<file path="src/hw/rtl/sfc_pkg.sv">
// Package: constants and result type for the serial frame checker.
package sfc_pkg;

    // CRC-16/CCITT-FALSE parameters
    localparam logic [15:0] CRC_POLY = 16'h1021;
    localparam logic [15:0] CRC_INIT = 16'hFFFF;
    localparam logic [15:0] CRC_TOP  = 16'h8000;

    // Frame layout
    localparam logic [16:0] POS_MAX        = 17'h1FFFF;
    localparam logic [16:0] HDR_BYTES      = 17'd3;
    localparam logic [16:0] FRAME_OVERHEAD = 17'd6;
    localparam logic [7:0]  SYNC_RESET     = 8'h7E;

    // One result transaction
    typedef struct packed {
        logic [7:0]  out_byte;
        logic        frame_end;
        logic        frame_good;
        logic [15:0] payload_count;
    } sfc_result_t;

endpackage

</file>
<file path="src/hw/rtl/sfc_crc_byte.sv">
// Module: byte-wide CRC-16/CCITT-FALSE update, eight bit steps unrolled.
module sfc_crc_byte
(
    input  logic [15:0] crc_in,
    input  logic [7:0]  data,
    output logic [15:0] crc_out
);
    import sfc_pkg::*;

    // Shift the byte through the polynomial MSB first
    always_comb
    begin
        logic [15:0] c;
        c = crc_in ^ {data, 8'h00};
        for (int k = 0; k < 8; k++)
        begin
            if ((c & CRC_TOP) != 16'h0000)
            begin
                c = {c[14:0], 1'b0} ^ CRC_POLY;
            end
            else
            begin
                c = {c[14:0], 1'b0};
            end
        end
        crc_out = c;
    end

endmodule

</file>
<file path="config.mk">
export PLATFORM = sky130hd
export DESIGN_NAME = sfc_crc_byte
export DESIGN_NICKNAME = d
export VERILOG_FILES = /design/src/hw/rtl/sfc_pkg.sv /design/src/hw/rtl/sfc_crc_byte.sv
export SDC_FILE = /design/constraint.sdc
export NUM_CORES = 1
export LEC_CHECK = 0
export BUFFER_PORTS_ARGS = -buffer_cell sky130_fd_sc_hd__buf_2
export CAP_MARGIN = 40
export CORE_AREA = 2 2 39 41
export DETAILED_ROUTE_END_ITERATION = 12
export DIE_AREA = 0 0 41 43
export PLACE_DENSITY = 0.69
export REMOVE_ABC_BUFFERS = 1
export SLEW_MARGIN = 20
export SYNTH_ARGS = -nofsm -noshare
export SYNTH_HDL_FRONTEND = slang
export SYNTH_SLANG_ARGS = --single-unit
</file>
<file path="constraint.sdc">
create_clock -name vclk -period 1.5
set_input_delay 0.3 -clock vclk [all_inputs]
set_output_delay 0.3 -clock vclk [all_outputs]
set_load 0.02 [all_outputs]
</file>
# Word-level counts from Yosys, hierarchy flattened
# Index checks and enable logic that the tools add are counted.
# W data, S select, Z words.
[classes] n_mux=8 bitwise=9
[ops] operator="$mux W13" n=8
[ops] operator="$not A3 Y3" n=8
[ops] operator="$xor A16 B16 Y16" n=1
[totals] reg_bits=0 input_bits=24 out_inout_bits=16 elab_cells=17

# Longest topological paths before layout
# Gate-level depths: netlist (run 1).
[logic_depth] depth_word=17 depth_mapped=3 mapped_depth_nobuf=3

# Worst setup path after synthesis (run 1)
# OpenSTA, ideal clock, no wires.
[synth_timing] path_type="input to output" from="in data[6]" to="out crc_out[7]" arrival_time_ps=1124 setup_slack_ps=76 cell_stages=2 n_path_buf=0 path_cell_list="xnor2_2 -> xnor3_1"
[synth_via] elab_chain_cells=5
[synth_lines] element="start, declared" line_no="sfc_crc_byte.sv:5" source="input logic [7:0] data,"
[synth_lines] element="$xor A16 B16 Y16" line_no="sfc_crc_byte.sv:14" source="c = crc_in ^ {data, 8'h00};"
[synth_lines] element="$mux W13 (4 in a row)" line_no="sfc_crc_byte.sv:17" source="if ((c & CRC_TOP) != 16'h0000)"
[synth_lines] element="end, declared" line_no="sfc_crc_byte.sv:6" source="output logic [15:0] crc_out"
# Every way passes these cells.

# Final worst setup path (run 1)
[layout_timing] from="in crc_in[9]" to="out crc_out[13]"
[layout_via] elab_chain_cells=6
[layout_lines] element="start, declared" line_no="sfc_crc_byte.sv:4" source="input logic [15:0] crc_in,"
[layout_lines] element="$xor A16 B16 Y16 *" line_no="sfc_crc_byte.sv:14"
[layout_lines] element="$mux W13 * (2 in a row)" line_no="sfc_crc_byte.sv:17"
[layout_lines] element="$not A3 Y3 (no line)"
[layout_lines] element="$mux W13 * (2 in a row)" line_no="sfc_crc_byte.sv:17"
# Every way passes the cells marked *; elsewhere a longest branch is shown, timed or not.

==> results.py, run 1 <==
metrics = {
    "setup_path": {
        "critical_path_class": "input pin to output port",
        "timing.critical_path.from_type": "input pin",
        "critical_path_arrival_ns": 1.18,
        "timing.critical_path.fanout_max": 2,
        "crit_required_ns": 1.20,
        "worst_setup_path_end_kind": "output port",
    },
    "placed_design": {
        "placement.cell_area_sq_um": 672,
        "routabilityCongestion": 0.649,
        "numPortBuffers": 40,
    },
    "yosys": {
        "yosysSeqAreaShare_pct": 0,
        "post_synth_inst_count": 25,
        "avgSynthCellArea_sq_um": 15.7,
        "synth_area_sq_um": 392,
        "ys_types": 7,
        "yosys_warnings": 0,
    },
    "cells_and_area": {
        "final_net_count": 103,
        "most_frequent_standard_cell_in_the_layout_excluding_fill_and_tap_cells": "buf_2",
        "layout-drive-gt1-share_pct": 77.9,
        "mostFrequentLayoutCells": "32 x buf_2, 11 x buf_4, 9 x buf_6",
        "clockBufferCount": 0,
        "diodes": 0,
        "syn2layout_area_growth_pct": 113,
        "post_layout_inst_area_sq_um": 835,
        "regArea_sq_um": 0,
        "numSequentialCells": 0,
    },
    "die": {
        "design.core.area_sq_mm": 0.00138,
        "die_width_microns": 41,
        "fp-row-count": 14,
        "overall_die_area_sq_mm": 0.00176,
        "io-pin-count": 40,
        "initial_core_util_pct": 28.3,
        "dieHeight_microns": 43,
    },
    "global_route": {
        "antenna_violations_before_repair": 0,
        "grt_remaining_overflow": 0,
        "grt_pass1_vias": 349,
        "maximum_number_of_pins_on_one_net_before_global_route_repair": 5,
        "global_route_wire_length_before_repair_mm": 1.20,
        "grt.total_usage_pct": 9.11,
    },
    "sta": {
        "tns_ns": 0,
        "period_minus_slack_ns": 1.48,
        "slew_viol_final": 0,
        "timing.max_slew.rel_slack_pct": 85.7,
        "timing.final.hold_violations": 0,
        "final_min_period_over_clock_period_pct": 98.5,
        "highest_clock_rate_mhz": 677,
        "rsz0062_at_grt": "yes",
        "timing_worst_slew_pin_value_ns": 0.213,
        "finalSetupViolCount": 0,
    },
    "routing": {
        "dr_total_vias": 390,
        "drt_drc_violations_left": 0,
        "vias_per_cell": 4.19,
        "route.antenna.remaining_nets": 0,
        "wl_microns": 945,
        "detail_route.first_pass.iterations": 1,
        "routedWlPerCell_microns": 10.2,
        "detail_route.iter0.violations": 0,
    },
    "worst_hold_path": {
        "hold-path-cell-count": 3,
        "min-delay-path-class": "input pin to output port",
        "worst_hold_path.endpoint": "crc_out[11]",
        "holdCritStartpoint": "crc_in[3]",
    },
    "run": {
        "cap_viol_max_count": 0,
    },
    "outcome": {
        "outcome": "complete, no violations",
    },
    "power": {
        "power_density_mw_per_mm2": 714,
        "vdd_drop_max_mv": 0.333,
        "p_leak_nw": 0.469,
    },
    "clock_network": {
        "postCtsHoldBufs": 0,
    },
}
## worst max-delay path, stage by stage
cell and delay [ns]:
buf_6 0.11, xnor2_4 0.14, buf_6 0.12, xor3_1 0.36, buf_6 0.15
## synthesized netlist by cell type
master   number  area (sq um)
xnor2_1       7          61.3
xnor2_2       4          65.1
inv_1         1          3.75
xnor2_4       1          27.5
xor3_1        4          95.1
xnor3_1       5           113
xor2_1        3          26.3
## worst max path at each step
stage	from	to	slack [ns]	depth (start not counted)
6_report	crc_in[9]	crc_out[13]	0.02	5
5_1_grt	data[5]	crc_out[10]	-0.01	6
4_1_cts	data[5]	crc_out[5]	-0.01	5
3_5_place_dp	data[7]	crc_out[8]	-0.07	4
3_3_place_gp	data[7]	crc_out[8]	-0.06	4
2_1_floorplan	data[6]	crc_out[7]	0.08	2
## layout make-up
class,count,area (sq um)
Fill cell,118,549
Multi-Input combinational cell,24,467
Tap cell,16,20.0
Inverter,1,3.75
Timing Repair Buffer,52,344
## per-stage QoR
stage | cells | util [%] | power, mW | hold WS, ns | setup slack (ns)
after floorplan | 25 | - | 0.332 | 0.742 | 0.0757
after global placement | 89 | 48.6 | 0.498 | 0.885 | -0.0607
after detailed placement | 89 | 48.6 | 0.501 | 0.890 | -0.0703
after CTS | 93 | 56.0 | 0.565 | 0.890 | -0.0114
after global routing | 93 | 60.3 | 0.632 | 0.906 | -0.0108
final | 93 | 60.3 | 0.595 | 0.888 | 0.0222
## what timing repair did
action	CTS	global route
setup buffers	4	0
gates resized for setup	12	10
pin swaps	8	4
setup endpoints to repair	6	7
## power breakdown
group	internal [mW]	switching (mW)
Clock	0	0
Sequential	0	0
Combinational	0.327	0.268
## per-layer routing
layer	vias up	GRT usage (%)	routed length (microns)
met3	0	0	92
met5	-	0	0
met4	0	0	0
li1	187	-	-
met2	26	18.8	577
met1	177	9.90	275
## cell families (layout without fill, tap and decap cells)
group	Yosys count	after routing	synth area share [%]
XOR/XNOR	24	24	99.0
buffers and inverters	1	53	0.958
Note: power is estimated with default switching activity, not from simulation.
==> run 2: changes to the inputs <==
--- a/config.mk
+++ b/config.mk
@@ -10,7 +10,7 @@
 export CORE_AREA = 2 2 39 41
 export DETAILED_ROUTE_END_ITERATION = 12
 export DIE_AREA = 0 0 41 43
-export PLACE_DENSITY = 0.69
+export PLACE_DENSITY = 0.66
 export REMOVE_ABC_BUFFERS = 1
 export SLEW_MARGIN = 20
 export SYNTH_ARGS = -nofsm -noshare
==> run 2 against run 1 <==
Cell count down 1.1%. Cell area increased by 3.9%. First-iteration DRC count unchanged. Routed wire length shrank 13%. Flip-flop and latch count unchanged. Hold slack barely moved. Highest routed layer unchanged.
==> results.py, run 2 (synthesis gave the netlist of run 1 again) <==
metrics = {
    "routing": {
        "routedWlPerCell_microns": 8.90,
        "drt_drc_violations_left": 0,
        "wl_microns": 819,
        "route.antenna.remaining_nets": 0,
        "detail_route.first_pass.iterations": 1,
        "detail_route.iter0.violations": 0,
        "dr_total_vias": 366,
        "vias_per_cell": 3.98,
    },
    "run": {
        "cap_viol_max_count": 0,
    },
    "cells_and_area": {
        "final_net_count": 102,
        "post_layout_inst_area_sq_um": 867,
        "most_frequent_standard_cell_in_the_layout_excluding_fill_and_tap_cells": "buf_2",
        "final_core_utilization_pct": 62.7,
        "syn2layout_area_growth_pct": 121,
        "clockBufferCount": 0,
        "layout-drive-gt1-share_pct": 76.3,
        "numSequentialCells": 0,
        "mostFrequentLayoutCells": "25 x buf_2, 16 x buf_6, 8 x buf_4",
        "diodes": 0,
        "regArea_sq_um": 0,
    },
    "power": {
        "total_power_mw": 0.629,
        "p_leak_nw": 0.477,
        "power_density_mw_per_mm2": 725,
        "vdd_drop_max_mv": 0.397,
    },
    "setup_path": {
        "critical_path_class": "input pin to output port",
        "critical_path_arrival_ns": 1.17,
        "timing.critical_path.fanout_max": 3,
        "worst_path_max_delay_cell": "xnor3_1",
        "worst_setup_path_end_kind": "output port",
        "worst_path_most_repeated_cell": "buf_6",
        "crit_path_cell_chain": "buf_6, xnor2_2, xnor3_1, buf_6",
        "crit_family": "XOR/XNOR gates",
        "critical_path_depth": 4,
        "cp_slowest_stage_delay_ns": 0.44,
        "critPathBufInv": 2,
        "timing.critical_path.from_type": "input pin",
        "crit_required_ns": 1.20,
    },
    "placed_design": {
        "placement.cell_area_sq_um": 649,
        "numPortBuffers": 40,
        "dp.final_hpwl_microns": 621,
        "detailedPlace.worstSlack_ns": -0.0837,
        "routabilityCongestion": 0.596,
    },
    "die": {
        "design.core.area_sq_mm": 0.00138,
        "initial_core_util_pct": 28.3,
        "fp-row-count": 14,
        "io-pin-count": 40,
        "overall_die_area_sq_mm": 0.00176,
        "die_width_microns": 41,
        "dieHeight_microns": 43,
    },
    "sta": {
        "slew_viol_final": 0,
        "timing.final.hold_violations": 0,
        "period_minus_slack_ns": 1.47,
        "finalSetupViolCount": 0,
        "final_min_period_over_clock_period_pct": 98.1,
        "timing.hold.ws_ns": 0.887,
        "rsz0062_at_grt": "yes",
        "worst_slack_setup_final_ns": 0.0282,
        "highest_clock_rate_mhz": 679,
        "timing.max_slew.rel_slack_pct": 79.0,
        "timing_worst_slew_pin_value_ns": 0.313,
    },
    "global_route": {
        "grt_pass1_vias": 286,
        "antenna_violations_before_repair": 0,
        "maximum_number_of_pins_on_one_net_before_global_route_repair": 5,
        "grt_remaining_overflow": 0,
        "global_route_wire_length_before_repair_microns": 993,
        "grt.total_usage_pct": 7.51,
    },
    "worst_hold_path": {
        "worst_hold_path.endpoint": "crc_out[11]",
        "holdCritStartpoint": "crc_in[3]",
        "min-delay-path-class": "input pin to output port",
        "hold-path-cell-count": 3,
    },
    "outcome": {
        "outcome": "complete, no violations",
    },
}
run 2: stage by stage:
stage                     std cells  setup TNS [ns]
final                            92               0
after global placement           86          -0.321
after floorplan                  25               0
after global routing             92         -0.0389
after CTS                        90         -0.0203
after detailed placement         86          -0.315
run 2: power by group:
part	internal, mW	switching (mW)
logic	0.360	0.269
clock network	0	0
registers	0	0
total	0.360	0.269
run 2: layer usage:
metal	part of all wire (%)	routed length (microns)	up-vias	track usage (%)
met2	53	434	28	15.3
met4	0	0	0	0
li1	-	-	187	-
met3	14	112	0	0.524
met5	0	0	-	0
met1	33	272	151	7.97
run 2: worst max-delay path by stage:
stage | start | end | slack (ns)
after detailed placement | data[5] | crc_out[6] | -0.08
final | crc_in[12] | crc_out[12] | 0.03
after global placement | data[5] | crc_out[6] | -0.1
after global routing | data[6] | crc_out[14] | -0.01
after CTS | crc_in[14] | crc_out[6] | -0.02
after floorplan | data[6] | crc_out[7] | 0.08
run 2: cell type report:
cell class	instances	area, sq um
fill	113	517
inverter	1	3.75
tap	16	20.0
multi-input combinational	24	448
timing repair buffer	51	395
run 2: repair_timing:
action,4_1_cts,5_1_grt
resized for setup,11,27
gates cloned,0,0
endpoints found under the setup margin,6,10
buffers inserted,4,2
hold buffers,0,0
pin swaps,5,10
